==> src/sv/bdqi_pkg.sv <==
// Shared opcodes, status codes and controller/datapath interface types for the deque.
package bdqi_pkg;

  localparam int unsigned WORD_W = 32;
  localparam int unsigned IDX_W  = 8;
  localparam int unsigned STS_W  = 2;

  typedef enum logic [2:0] {
    OP_PUSH_BACK  = 3'd0,
    OP_PUSH_FRONT = 3'd1,
    OP_POP_FRONT  = 3'd2,
    OP_POP_BACK   = 3'd3,
    OP_REMOVE_AT  = 3'd4,
    OP_READ_AT    = 3'd5,
    OP_CLEAR      = 3'd6,
    OP_NOP        = 3'd7
  } op_t;

  typedef enum logic [STS_W-1:0] {
    ST_OK    = 2'd0,
    ST_RANGE = 2'd1,
    ST_FULL  = 2'd2,
    ST_RSVD  = 2'd3
  } status_t;

  // Commands from the controller to the datapath.
  typedef struct packed {
    logic start;        // a transaction is accepted this cycle
    logic read_done;    // first memory read data is available
    logic shift_rd;     // read the entry behind the gap
    logic shift_wr;     // move that entry one place toward the front
    logic remove_done;  // gap closed, shrink the queue
  } dq_cmd_t;

  // Status from the datapath to the controller.
  typedef struct packed {
    logic needs_read;   // the offered transaction reads the memory
    logic op_remove;    // the operation in flight is a removal
    logic shift_more;   // entries remain to be moved
  } dq_sts_t;

endpackage

==> src/sv/bdqi_ctrl.sv <==
// Controller state machine: handshakes, sequencing of reads and the removal shift.
module bdqi_ctrl (
  input  logic              clk,
  input  logic              rst_n,
  input  logic              in_valid,
  output logic              in_stall,
  output logic              out_valid,
  input  logic              out_stall,
  input  bdqi_pkg::dq_sts_t sts,
  output bdqi_pkg::dq_cmd_t cmd
);

  typedef enum logic [3:0] {
    S_IDLE     = 4'b0001,
    S_READ     = 4'b0010,
    S_SHIFT_RD = 4'b0100,
    S_SHIFT_WR = 4'b1000
  } state_t;

  state_t state_r, state_nxt;
  logic   out_valid_r, out_valid_nxt;
  logic   load;

  // A new transaction enters only when idle and the result register is free or draining.
  assign in_stall  = (state_r != S_IDLE) || (out_valid_r && out_stall);
  assign out_valid = out_valid_r;

  // Next state and command decode.
  always_comb begin
    state_nxt = state_r;
    cmd       = '0;
    load      = 1'b0;
    unique case (state_r)
      S_IDLE: begin
        cmd.start = in_valid && !in_stall;
        if (cmd.start) begin
          if (sts.needs_read) begin
            state_nxt = S_READ;
          end else begin
            load = 1'b1;
          end
        end
      end
      S_READ: begin
        cmd.read_done = 1'b1;
        if (sts.op_remove) begin
          state_nxt = S_SHIFT_RD;
        end else begin
          load      = 1'b1;
          state_nxt = S_IDLE;
        end
      end
      S_SHIFT_RD: begin
        if (sts.shift_more) begin
          cmd.shift_rd = 1'b1;
          state_nxt    = S_SHIFT_WR;
        end else begin
          cmd.remove_done = 1'b1;
          load            = 1'b1;
          state_nxt       = S_IDLE;
        end
      end
      S_SHIFT_WR: begin
        cmd.shift_wr = 1'b1;
        state_nxt    = S_SHIFT_RD;
      end
      default: begin
        state_nxt = S_IDLE;
      end
    endcase
  end

  // The result register holds until the consumer takes it.
  assign out_valid_nxt = load ? 1'b1 : (out_valid_r && out_stall);

  always_ff @(posedge clk) begin
    if (!rst_n) begin
      state_r     <= S_IDLE;
      out_valid_r <= 1'b0;
    end else begin
      state_r     <= state_nxt;
      out_valid_r <= out_valid_nxt;
    end
  end

endmodule

==> config.mk <==
export PLATFORM = sky130hd
export DESIGN_NAME = bdqi_ctrl
export DESIGN_NICKNAME = d
export VERILOG_FILES = /design/src/sv/bdqi_pkg.sv /design/src/sv/bdqi_ctrl.sv
export SDC_FILE = /design/constraint.sdc
export NUM_CORES = 1
export LEC_CHECK = 0
export BUFFER_PORTS_ARGS = -buffer_cell sky130_fd_sc_hd__buf_2
export CAP_MARGIN = 25
export CORE_AREA = 4 4 41 43
export DETAILED_ROUTE_END_ITERATION = 10
export DIE_AREA = 0 0 45 47
export GPL_TIMING_DRIVEN = 0
export PLACE_DENSITY = 0.49
export SLEW_MARGIN = 20
export SYNTH_ARGS = -nofsm -noshare
export SYNTH_HDL_FRONTEND = slang
export SYNTH_SLANG_ARGS = --single-unit
==> constraint.sdc <==
create_clock -name clk -period 1.17 [get_ports clk]
set_input_delay 0.117 -clock clk [delete_from_list [all_inputs] [get_ports clk]]
set_output_delay 0.117 -clock clk [all_outputs]
set_load 0.02 [all_outputs]
Word-level counts from Yosys, hierarchy flattened
Index checks and enable logic that the tools add are counted.

word-level totals
  bits in registers = 5
  bits in latches = 0
  memory bits (writable) = 0
  ROM bits = 0
  input port bits = 7
  output and inout port bits = 7
  logic and storage cells = 31
  memories kept = 0

operators by class
  add/sub/neg operators = 0
  multiply operators = 0
  divide/modulo/power cells = 0
  magnitude comparators = 0
  equality and inequality tests = 7
  shift-type cells = 0
  multiplexer cells = 17
  bitwise operators = 0
  reduce and logical (&&, ||, !) cells = 5

operator list
  kind                number
  $pmux 4 s4          1
  $mux 4              3
  $mux 1              11
  $eq 4x1->1 const B  1
  $eq 4x2->1 const B  1
  $eq 4x3->1 const B  1
  $eq 4x4->1 const B  1
  $ne 2x2->1 const B  2
  $ne 4x1->1 const B  1
  $mux 3              1
  $pmux 1 s3          1
  $logic_and 1x1->1   2
  $reduce_and 2->1    1
  $logic_not 1->1     1
  $logic_or 1x1->1    1

Logic depth before layout (Yosys ltp)
Gate-level depths: netlist (run 1).

  depth after elaboration = 7
  mapped depth = 4
  gate-level depth less buffers = 3

Worst setup path after synthesis (run 1)
OpenSTA, ideal clock, no wires.

  path type = flip-flop to output port
  from = register state_r[3]
  to = output cmd[0] (netlist name)
  arrival time = 1.215 ns
  required time = 1.053 ns
  path slack = -0.162 ns
  stages on the path, launching flop included = 3
  buffers on the path = 0
  path through = dfxtp_1 > nor2_1 > nor4bb_1

RTL lines
  element                 RTL line         source
  from (decl)             bdqi_ctrl.sv:20  state_t state_r, state_nxt;
  from (signal assigned)  bdqi_ctrl.sv:81  state_r <= state_nxt;
  to (decl)               bdqi_ctrl.sv:10  output bdqi_pkg::dq_cmd_t cmd

Worst setup path after layout (run 1)
  from = register state_r[2]
  to = output in_stall

between the ends
  longest elaborated chain between the ends = 2

ends and longest elaborated chain
  element           RTL line         source
  $ne 4x1->1        bdqi_ctrl.sv:25  assign in_stall = (state_r != S_IDLE) || (out_valid_r && out_stall);
  $logic_or 1x1->1  bdqi_ctrl.sv:25
  to (decl)         bdqi_ctrl.sv:6   output logic in_stall,

No other way between the ends.

==> results of run 1 <==
-- registers in the layout, summed over array words and instances (netlist names) --
signal and count:
out_valid 1, state_r 4
-- kinds of logic after synthesis --
kind of cell / share of synthesized area [%]
AND/OR/NAND/NOR: 47.1
AO/OA/AOI/OAI: 11.3
flip-flops: 33.6
buffers and inverters: 5.04
XOR/XNOR: 2.94
-- metal layers --
layer / GRT usage [%] / part of all wire [%] / up-vias
met1: 12.1 / 46 / 150
met2: 13.3 / 45 / 12
met4: 7.02 / 0 / 0
met5: 0 / 0 / -
met3: 1.15 / 8.8 / 0
li1: - / - / 166
-- worst reg2reg max path, cell delays in order, from the launching register on --
cell and delay (ns):
dfxtp_4 0.36, nor4b_4 0.30, buf_4 0.17, buf_4 0.09, nand3b_1 0.06, a31oi_1 0.16
-- worst paths after layout --
path,start,endpoint,cells past startpoint
hold reg to reg,state_r[0],state_r[2],3
setup / recovery,state_r[2],in_stall,4
hold / removal,sts[2],state_r[1],2
setup reg to reg,state_r[2],out_valid,5
-- cells in the mapped netlist --
| cell type | count | area (sq um) |
|---|---|---|
| nor4b_2 | 1 | 15.0 |
| nand3b_1 | 1 | 7.51 |
| buf_4 | 1 | 7.51 |
| nor2b_1 | 1 | 6.26 |
| nor2_1 | 2 | 7.51 |
| and3b_1 | 1 | 8.76 |
| xnor2_1 | 1 | 8.76 |
| nand4b_1 | 1 | 8.76 |
| nand2_1 | 3 | 11.3 |
| a311o_1 | 1 | 10.0 |
| nor4bb_1 | 1 | 10.0 |
| a31oi_1 | 1 | 6.26 |
| and2_1 | 2 | 12.5 |
| a21boi_1 | 1 | 7.51 |
| dfxtp_1 | 5 | 100 |
| nor3b_1 | 2 | 15.0 |
| o21ai_0 | 1 | 5.00 |
| nor3_1 | 2 | 10.0 |
| nor4b_1 | 1 | 8.76 |
| o21ai_1 | 1 | 5.00 |
| inv_1 | 2 | 7.51 |
| and3_1 | 2 | 12.5 |
| or3_1 | 1 | 6.26 |
-- power by group through the flow --
stage	sequential (mW)	clock [mW]	combinational, mW
2_1_floorplan	0.193	0	0.0612
3_3_place_gp	0.192	0	0.0943
3_5_place_dp	0.192	0	0.0935
4_1_cts	0.185	0.205	0.133
5_1_grt	0.189	0.207	0.151
6_report	0.188	0.195	0.135
-- stage by stage --
| step | cell area [sq um] | setup slack (ns) | total power [mW] | std cells | hold WS [ns] |
|---|---|---|---|---|---|
| after CTS | 517 | -0.203 | 0.522 | 72 | 0.122 |
| after detailed placement | 399 | -0.173 | 0.285 | 63 | 0.374 |
| after global placement | 399 | -0.177 | 0.287 | 63 | 0.378 |
| after floorplan | 315 | -0.0311 | 0.254 | 35 | 0.263 |
| after global routing | 532 | -0.254 | 0.547 | 70 | 0.149 |
| final | 532 | -0.185 | 0.518 | 70 | 0.136 |
-- what timing repair did --
action / CTS / global route
cloned: 0 / 0
setup buffers: 5 / 0
pin swaps: 4 / 6
gates resized for setup: 17 / 9
setup endpoints to repair: 11 / 10
hold endpoints to repair: 0 / 0
-- cell type report --
cell class / instances / area, sq um
fillers: 145 / 769
multi-input cells: 27 / 240
flip-flops and latches: 5 / 115
inverters: 2 / 7.51
repair buffers: 17 / 124
clock buffers: 4 / 26.3
well taps: 15 / 18.8
==> out/metrics.csv, run 1 <==
metric;value;unit
Net Switching;0.137;mW
CP startpoint kind;flip-flop;
Core Rows;13;
synth warn;0;
Final Setup Violations;9;
via count;328;
PortBufs;13;
Max Freq;738;MHz
internal power;0.381;mW
layout net count;63;
Tot GR Track Use;9.09;%
H-tree depth;1;
initial antenna violation count;0;
Antenna Cells;0;
commonest non-fill, non-tap cells in the layout;buf_2 (9), buf_6 (5), dfxtp_4 (4);
CP arrival;1.24;ns
Initial Utilization;22.9;%
Final ANT Viol Nets;0;
first-pass GRT wire length;1390;um
Cell Chain, Critical Path;nor4b_4 > buf_4 > nand2_2 > buf_6;
max-cap viol count;0;
Seq/Total Area, Yosys;33.6;%
peak supply drop;0.389;mV
run status;finished with violations;
slew margin rel.;85.1;%
CP Class;flip-flop to output port;
final weighted congestion in routability-driven placement;0.666;
RSZ-0062 raised after global routing;true;
final wirelength;791;um
clk sinks;5;
failing checks;negative setup slack;
Die X;45;um
Top Family by Delay on Critical Path;flip-flops;
Sw Ratio;26.4;%
Seq cells post-synth;5;
count of boundary I/O pins;14;
Via density;4.69;
final hold violation count;0;
Clock Tree Root;clkbuf_4;
Die Area;2120;sq um
vias in the first global route;354;
Worst setup EP type;output port;
hpwl dp;517;um
synth unique cells;23;
Buffers & Inverters on Critical Path;2;
Crit Path Max Fanout;6;
largest net degree at the start of global routing;10;
Clock Latency Late Sink;0.24;ns
Seq pwr share;36.2;%
Clk pwr share;37.6;%
Setup TNS;-0.618;ns
Cell Area, Synth;298;sq um
Least-Margin Pin Slew;0.222;ns
final period utilization;116;%
Setup WS post-layout;-0.185;ns
syn nets;42;
final slew viol count;0;
clk_skew;0.00291;ns
utilization after layout;40.9;%
most common cell after layout, fill and taps aside;buf_2;
Crit path required time;1.05;ns
core area;1300;sq um
P_leak;0.243;nW
share of cells above drive strength 1;60.0;%
chip height;47;um
PD cells;974;nW/um^2
Post-Synthesis Cells;35;
1st-pass router iterations;1;
Iter 0 DRT Violations;0;
# hold bufs at CTS;0;
CP max-delay cell;dfxtp_4;
Inserted Clock Buffers;3;
fin crit period;1.36;ns
DR WL/cell;11.3;um
# DRC;0;
syn avg cell area;8.51;sq um
Area Growth Syn to Fin;78.6;%
CTS max path bufs;2;
Critical Path Max Stage Delay;0.36;ns
combinational group share of total power;26.2;%
CTS tree;yes;
FF-to-FF setup slack;-0.04;ns
Worst-path clk slew;0.04;ns
Min-Delay Path Class;input port to flip-flop;
total gr overflow;0;
Note: power is estimated with default switching activity, not from simulation.
==> run 2, diff against run 1 <==
--- a/constraint.sdc
+++ b/constraint.sdc
@@ -3,2 +3,2 @@
 set_output_delay 0.117 -clock clk [all_outputs]
-set_load 0.02 [all_outputs]
+set_load 0.05 [all_outputs]
==> run 2 against run 1 <==
The flow still finishes with violations (negative setup slack). Sequential share of layout area shrank 2.8 points. Setup slack lost 0.047 ns. Fmax shrank 3.3%. Clock-buffer cell count is the same. Register-to-register slack lost 0.07 ns. Routed wire length grew 17%. Die area is the same.
==> out/metrics.csv, run 2 (same netlist as run 1, synthesis figures left out) <==
metric;value;unit;change
count of boundary I/O pins;14;;unchanged
Worst-path clk slew;0.04;ns;about the same
max reg flops;4;;unchanged
Critical Path Max Stage Delay;0.36;ns;about the same
FF-to-FF setup slack;-0.11;ns;-0.07 ns
Via density;4.78;;+2.1%
Hold Crit Depth;2;;unchanged
slew margin rel.;84.3;%;-0.85 points
Worst setup EP type;output port;;
vias in the first global route;339;;-4.2%
GRT met3 Usage;2.30;%;+1.1 points
chip height;47;um;unchanged
CTS max path bufs;2;;unchanged
Min-Delay Path Class;input port to flip-flop;;
fin crit period;1.40;ns;+0.0466 ns
Core Rows;13;;unchanged
Cell Chain, Critical Path;nor4b_4 > and3_4 > buf_8;;
reg2reg path depth;4;;-1
largest net degree at the start of global routing;9;;-1
Clock Tree Root;clkbuf_4;;
Inserted Clock Buffers;3;;unchanged
Placed Cells;63;;unchanged
Setup TNS;-1.12;ns;-0.504 ns
CTS tree;yes;;
GR Util met1;12.8;%;+0.68 points
clk_skew;0.000148;ns;-0.00276 ns
via count;354;;+7.9%
CP Class;flip-flop to output port;;
P_leak;0.276;nW;+13%
CP Depth;3;;-1
1st-pass router iterations;4;;+3
Final ANT Viol Nets;0;;unchanged
share of cells above drive strength 1;69.5;%;+9.5 points
Die Area;2120;sq um;unchanged
M2 GR Usage;14.1;%;+0.85 points
final wirelength;922;um;+17%
Max Freq;713;MHz;-3.3%
Top Family by Delay on Critical Path;simple AND/OR/NAND/NOR gates;;
DR WL/cell;12.5;um;+10%
run status;finished with violations;;
# DRC;0;;unchanged
Buffers & Inverters on Critical Path;1;;-1
CP max-delay cell;dfxtp_4;;
H-tree depth;1;;unchanged
RSZ-0062 raised after global routing;true;;
core area;1300;sq um;unchanged
layout net count;67;;+6.3%
final slew viol count;0;;unchanged
Die X;45;um;unchanged
final period utilization;120;%;+4.0 points
# hold bufs at CTS;0;;unchanged
Antenna Cells;0;;unchanged
Clock Latency Late Sink;0.24;ns;about the same
peak supply drop;0.555;mV;+43%
first-pass GRT wire length;1440;um;+3.0%
clk sinks;5;;unchanged
PD cells;922;nW/um^2;-5.3%
CP startpoint kind;flip-flop;;
failing checks;negative setup slack;;
most flop-heavy register;state_r;;
hpwl dp;619;um;+20%
PortBufs;13;;unchanged
Crit Path Max Fanout;4;;-2
Area Growth Syn to Fin;107;%;
initial antenna violation count;0;;unchanged
busiest grt layer;met2;;
CP arrival;1.29;ns;+0.05 ns
Iter 0 DRT Violations;11;;+11
Initial Utilization;22.9;%;unchanged
Setup WS post-layout;-0.232;ns;-0.0466 ns
Least-Margin Pin Slew;0.235;ns;+0.0127 ns
total gr overflow;0;;unchanged
max-cap viol count;0;;unchanged
Final Setup Violations;10;;+1
Crit path required time;1.05;ns;about the same
Tot GR Track Use;9.57;%;+0.47 points
commonest non-fill, non-tap cells in the layout;buf_4 (7), buf_2 (7), buf_6 (4), dfxtp_4 (4);;
final weighted congestion in routability-driven placement;0.669;;+0.54%
final hold violation count;0;;unchanged
non-filler cells, final;74;;+5.7%
## run 2: layout make-up
class	instances	area (sq um)
plain buffers	1	7.51
inverters	2	7.51
flip-flops and latches	5	116
multi-input cells	27	270
well taps	15	18.8
clock buffers	4	26.3
fillers	130	684
repair buffers	20	170
## run 2: where the power goes
group	internal, mW	switching [mW]	leakage (nW)
clock network	0.129	0.0721	0.0150
registers	0.174	0.0140	0.0435
logic	0.0879	0.0915	0.217
## run 2: metrics by stage
stage / setup slack [ns] / instance area, sq um / power (mW) / util, % / hold slack, ns
after global routing: -0.264 / 617 / 0.589 / 47.4 / 0.133
after floorplan: -0.0542 / 353 / 0.292 / - / 0.269
after detailed placement: -0.150 / 437 / 0.326 / 33.6 / 0.372
after global placement: -0.161 / 437 / 0.326 / 33.6 / 0.369
final: -0.232 / 617 / 0.569 / 47.4 / 0.121
after CTS: -0.231 / 572 / 0.565 / 43.9 / 0.123
## run 2: final timing paths
kind | from | end
max | state_r[3] | cmd[4]
max reg2reg | state_r[3] | state_r[0]
min | rst_n | state_r[1]
min reg2reg | state_r[0] | state_r[2]
## run 2: per-layer routing
layer	share of wire [%]	vias to the layer above
li1	-	176
met1	42	164
met2	50	12
met3	7.6	2
met4	0.76	0
met5	0	-
## run 2: timing repair
item	in CTS	in global routing
gates cloned	0	0
resized for setup	20	9
setup buffers	6	1
pin swaps	4	3
endpoints found under the hold margin	0	0
endpoints found under the setup margin	9	10
==> run 3, diff against run 2 <==
Settings changed: GPL_TIMING_DRIVEN 0 to unset.
==> run 3 against run 2 <==
Cell count up 5.4%. Clock power hardly changed. Global-route usage increased by 0.23 points. The run still ends with negative setup slack left. Register-to-register slack barely moved. Total power is 5.0% higher. Sequential share of layout area decreased by 1.5 points.
==> out/metrics.csv, run 3 (same netlist as run 1, synthesis figures left out) <==
metric;value;unit;change
placed instance area;482;sq um;+10%
final slew viol count;0;;unchanged
beginning of the worst hold path;rst_n;;
Iter 0 DRT Violations;2;;-9
Die Area;2120;sq um;unchanged
max-cap viol count;0;;unchanged
Worst setup EP type;output port;;
run status;finished with violations;;
GR Util met1;12.0;%;-0.71 points
fin crit period;1.39;ns;-0.0132 ns
reg2reg path depth;6;;+2
Place WS;-0.0700;ns;+0.0804 ns
final wirelength;939;um;+1.8%
Crit Path Max Fanout;4;;unchanged
GRT met3 Usage;2.30;%;unchanged
first-pass GRT wire length;1470;um;+2.4%
Max Freq;720;MHz;+0.95%
Core Rows;13;;unchanged
Critical Path Max Stage Delay;0.34;ns;-0.02 ns
final period utilization;119;%;-1.1 points
CTS tree;yes;;
clk_skew;0.00325;ns;+0.00310 ns
Area Growth Syn to Fin;120;%;
final instance area;656;sq um;+6.3%
clk sinks;5;;unchanged
Inserted Clock Buffers;3;;unchanged
PD cells;911;nW/um^2;-1.2%
busiest grt layer;met2;;
Crit path required time;1.05;ns;about the same
vias in the first global route;377;;+11%
CP max-delay cell;dfxtp_2;;
worst setup path end;cmd[4];;
capturing point of the worst reg2reg path;state_r[0];;
Final Setup Violations;9;;-1
slew margin rel.;83.7;%;-0.59 points
chip height;47;um;unchanged
Min-Delay Path Class;input port to flip-flop;;
# hold bufs at CTS;0;;unchanged
commonest non-fill, non-tap cells in the layout;buf_6 (10), buf_2 (7), buf_4 (6);;
CP arrival;1.27;ns;-0.02 ns
PortBufs;13;;unchanged
Cell Chain, Critical Path;nor4b_4 > and3_4 > buf_8;;
H-tree depth;1;;unchanged
Via density;4.64;;-3.0%
count of boundary I/O pins;14;;unchanged
Tot GR Track Use;9.79;%;+0.23 points
Final ANT Viol Nets;0;;unchanged
peak supply drop;0.584;mV;+5.2%
RR Startpoint;state_r[2];;
Clock Tree Root;clkbuf_4;;
final hold violation count;0;;unchanged
core area;1300;sq um;unchanged
hpwl dp;632;um;+2.1%
1st-pass router iterations;2;;-2
largest net degree at the start of global routing;7;;-2
non-filler cells, final;78;;+5.4%
max reg flops;4;;unchanged
Clock Latency Late Sink;0.24;ns;about the same
P_leak;0.288;nW;+4.3%
most common cell after layout, fill and taps aside;buf_6;;
M2 GR Usage;15.0;%;+0.85 points
layout net count;71;;+6.0%
final weighted congestion in routability-driven placement;0.729;;+8.9%
DR WL/cell;12.0;um;-3.4%
failing checks;negative setup slack;;
CP Class;flip-flop to output port;;
Worst-path clk slew;0.05;ns;about the same
CP startpoint kind;flip-flop;;
initial antenna violation count;0;;unchanged
Initial Utilization;22.9;%;unchanged
Least-Margin Pin Slew;0.243;ns;+0.00876 ns
most flop-heavy register;state_r;;
via count;362;;+2.3%
share of cells above drive strength 1;71.4;%;+1.9 points
RSZ-0062 raised after global routing;true;;
Die X;45;um;unchanged
Worst Setup SP;state_r[1];;
# DRC;0;;unchanged
CTS max path bufs;2;;unchanged
Antenna Cells;0;;unchanged
FF-to-FF setup slack;-0.10;ns;about the same
Setup WS post-layout;-0.219;ns;+0.0132 ns
Placed Cells;69;;+9.5%
total gr overflow;0;;unchanged
[run 3: repair_timing]
item                                    4_1_cts  5_1_grt
gates resized for setup                      17       16
pin swaps                                     4        4
setup buffers                                 1        4
endpoints found under the setup margin        9       10
[run 3: worst max-delay path: cells and delay by family, from the launching register on]
| kind | cells | cell delay [ns] |
|---|---|---|
| buffers and inverters | 1 | 0.14 |
| flip-flops | 1 | 0.34 |
| AND/OR/NAND/NOR | 2 | 0.55 |
[run 3: power breakdown]
| group | internal, mW | leakage (nW) | switching, mW |
|---|---|---|---|
| Sequential | 0.175 | 0.0432 | 0.0130 |
| Combinational | 0.106 | 0.229 | 0.0989 |
| Clock | 0.129 | 0.0150 | 0.0749 |
[run 3: layout make-up]
class	count	area [sq um]
repair buffers	25	223
clock buffers	4	26.3
well taps	15	18.8
fillers	132	646
multi-input cells	27	267
inverters	2	7.51
flip-flops and latches	5	114
[run 3: through the flow]
| step | total power, mW | util (%) | hold slack [ns] | TNS (ns) |
|---|---|---|---|---|
| final | 0.597 | 50.4 | 0.125 | -1.12 |
| after global routing | 0.625 | 50.4 | 0.134 | -1.70 |
| after CTS | 0.572 | 43.9 | 0.127 | -1.15 |
| after detailed placement | 0.341 | 37.0 | 0.381 | -0.122 |
| after global placement | 0.341 | 37.0 | 0.384 | -0.135 |
| after floorplan | 0.292 | - | 0.269 | -0.0851 |
[run 3: worst min-delay path by stage]
stage                             to  slack, ns  cells past startpoint
after floorplan           state_r[1]       0.27                      1
after global placement    state_r[1]       0.38                      2
after detailed placement  state_r[1]       0.38                      2
after CTS                 state_r[1]       0.13                      2
after global routing      state_r[1]       0.13                      2
final                     state_r[1]       0.13                      2
[run 3: routing by layer]
| layer | vias to the layer above | wire length [um] |
|---|---|---|
| li1 | 184 | - |
| met1 | 164 | 414 |
| met2 | 12 | 456 |
| met3 | 2 | 61 |
| met4 | 0 | 7 |
| met5 | - | 0 |
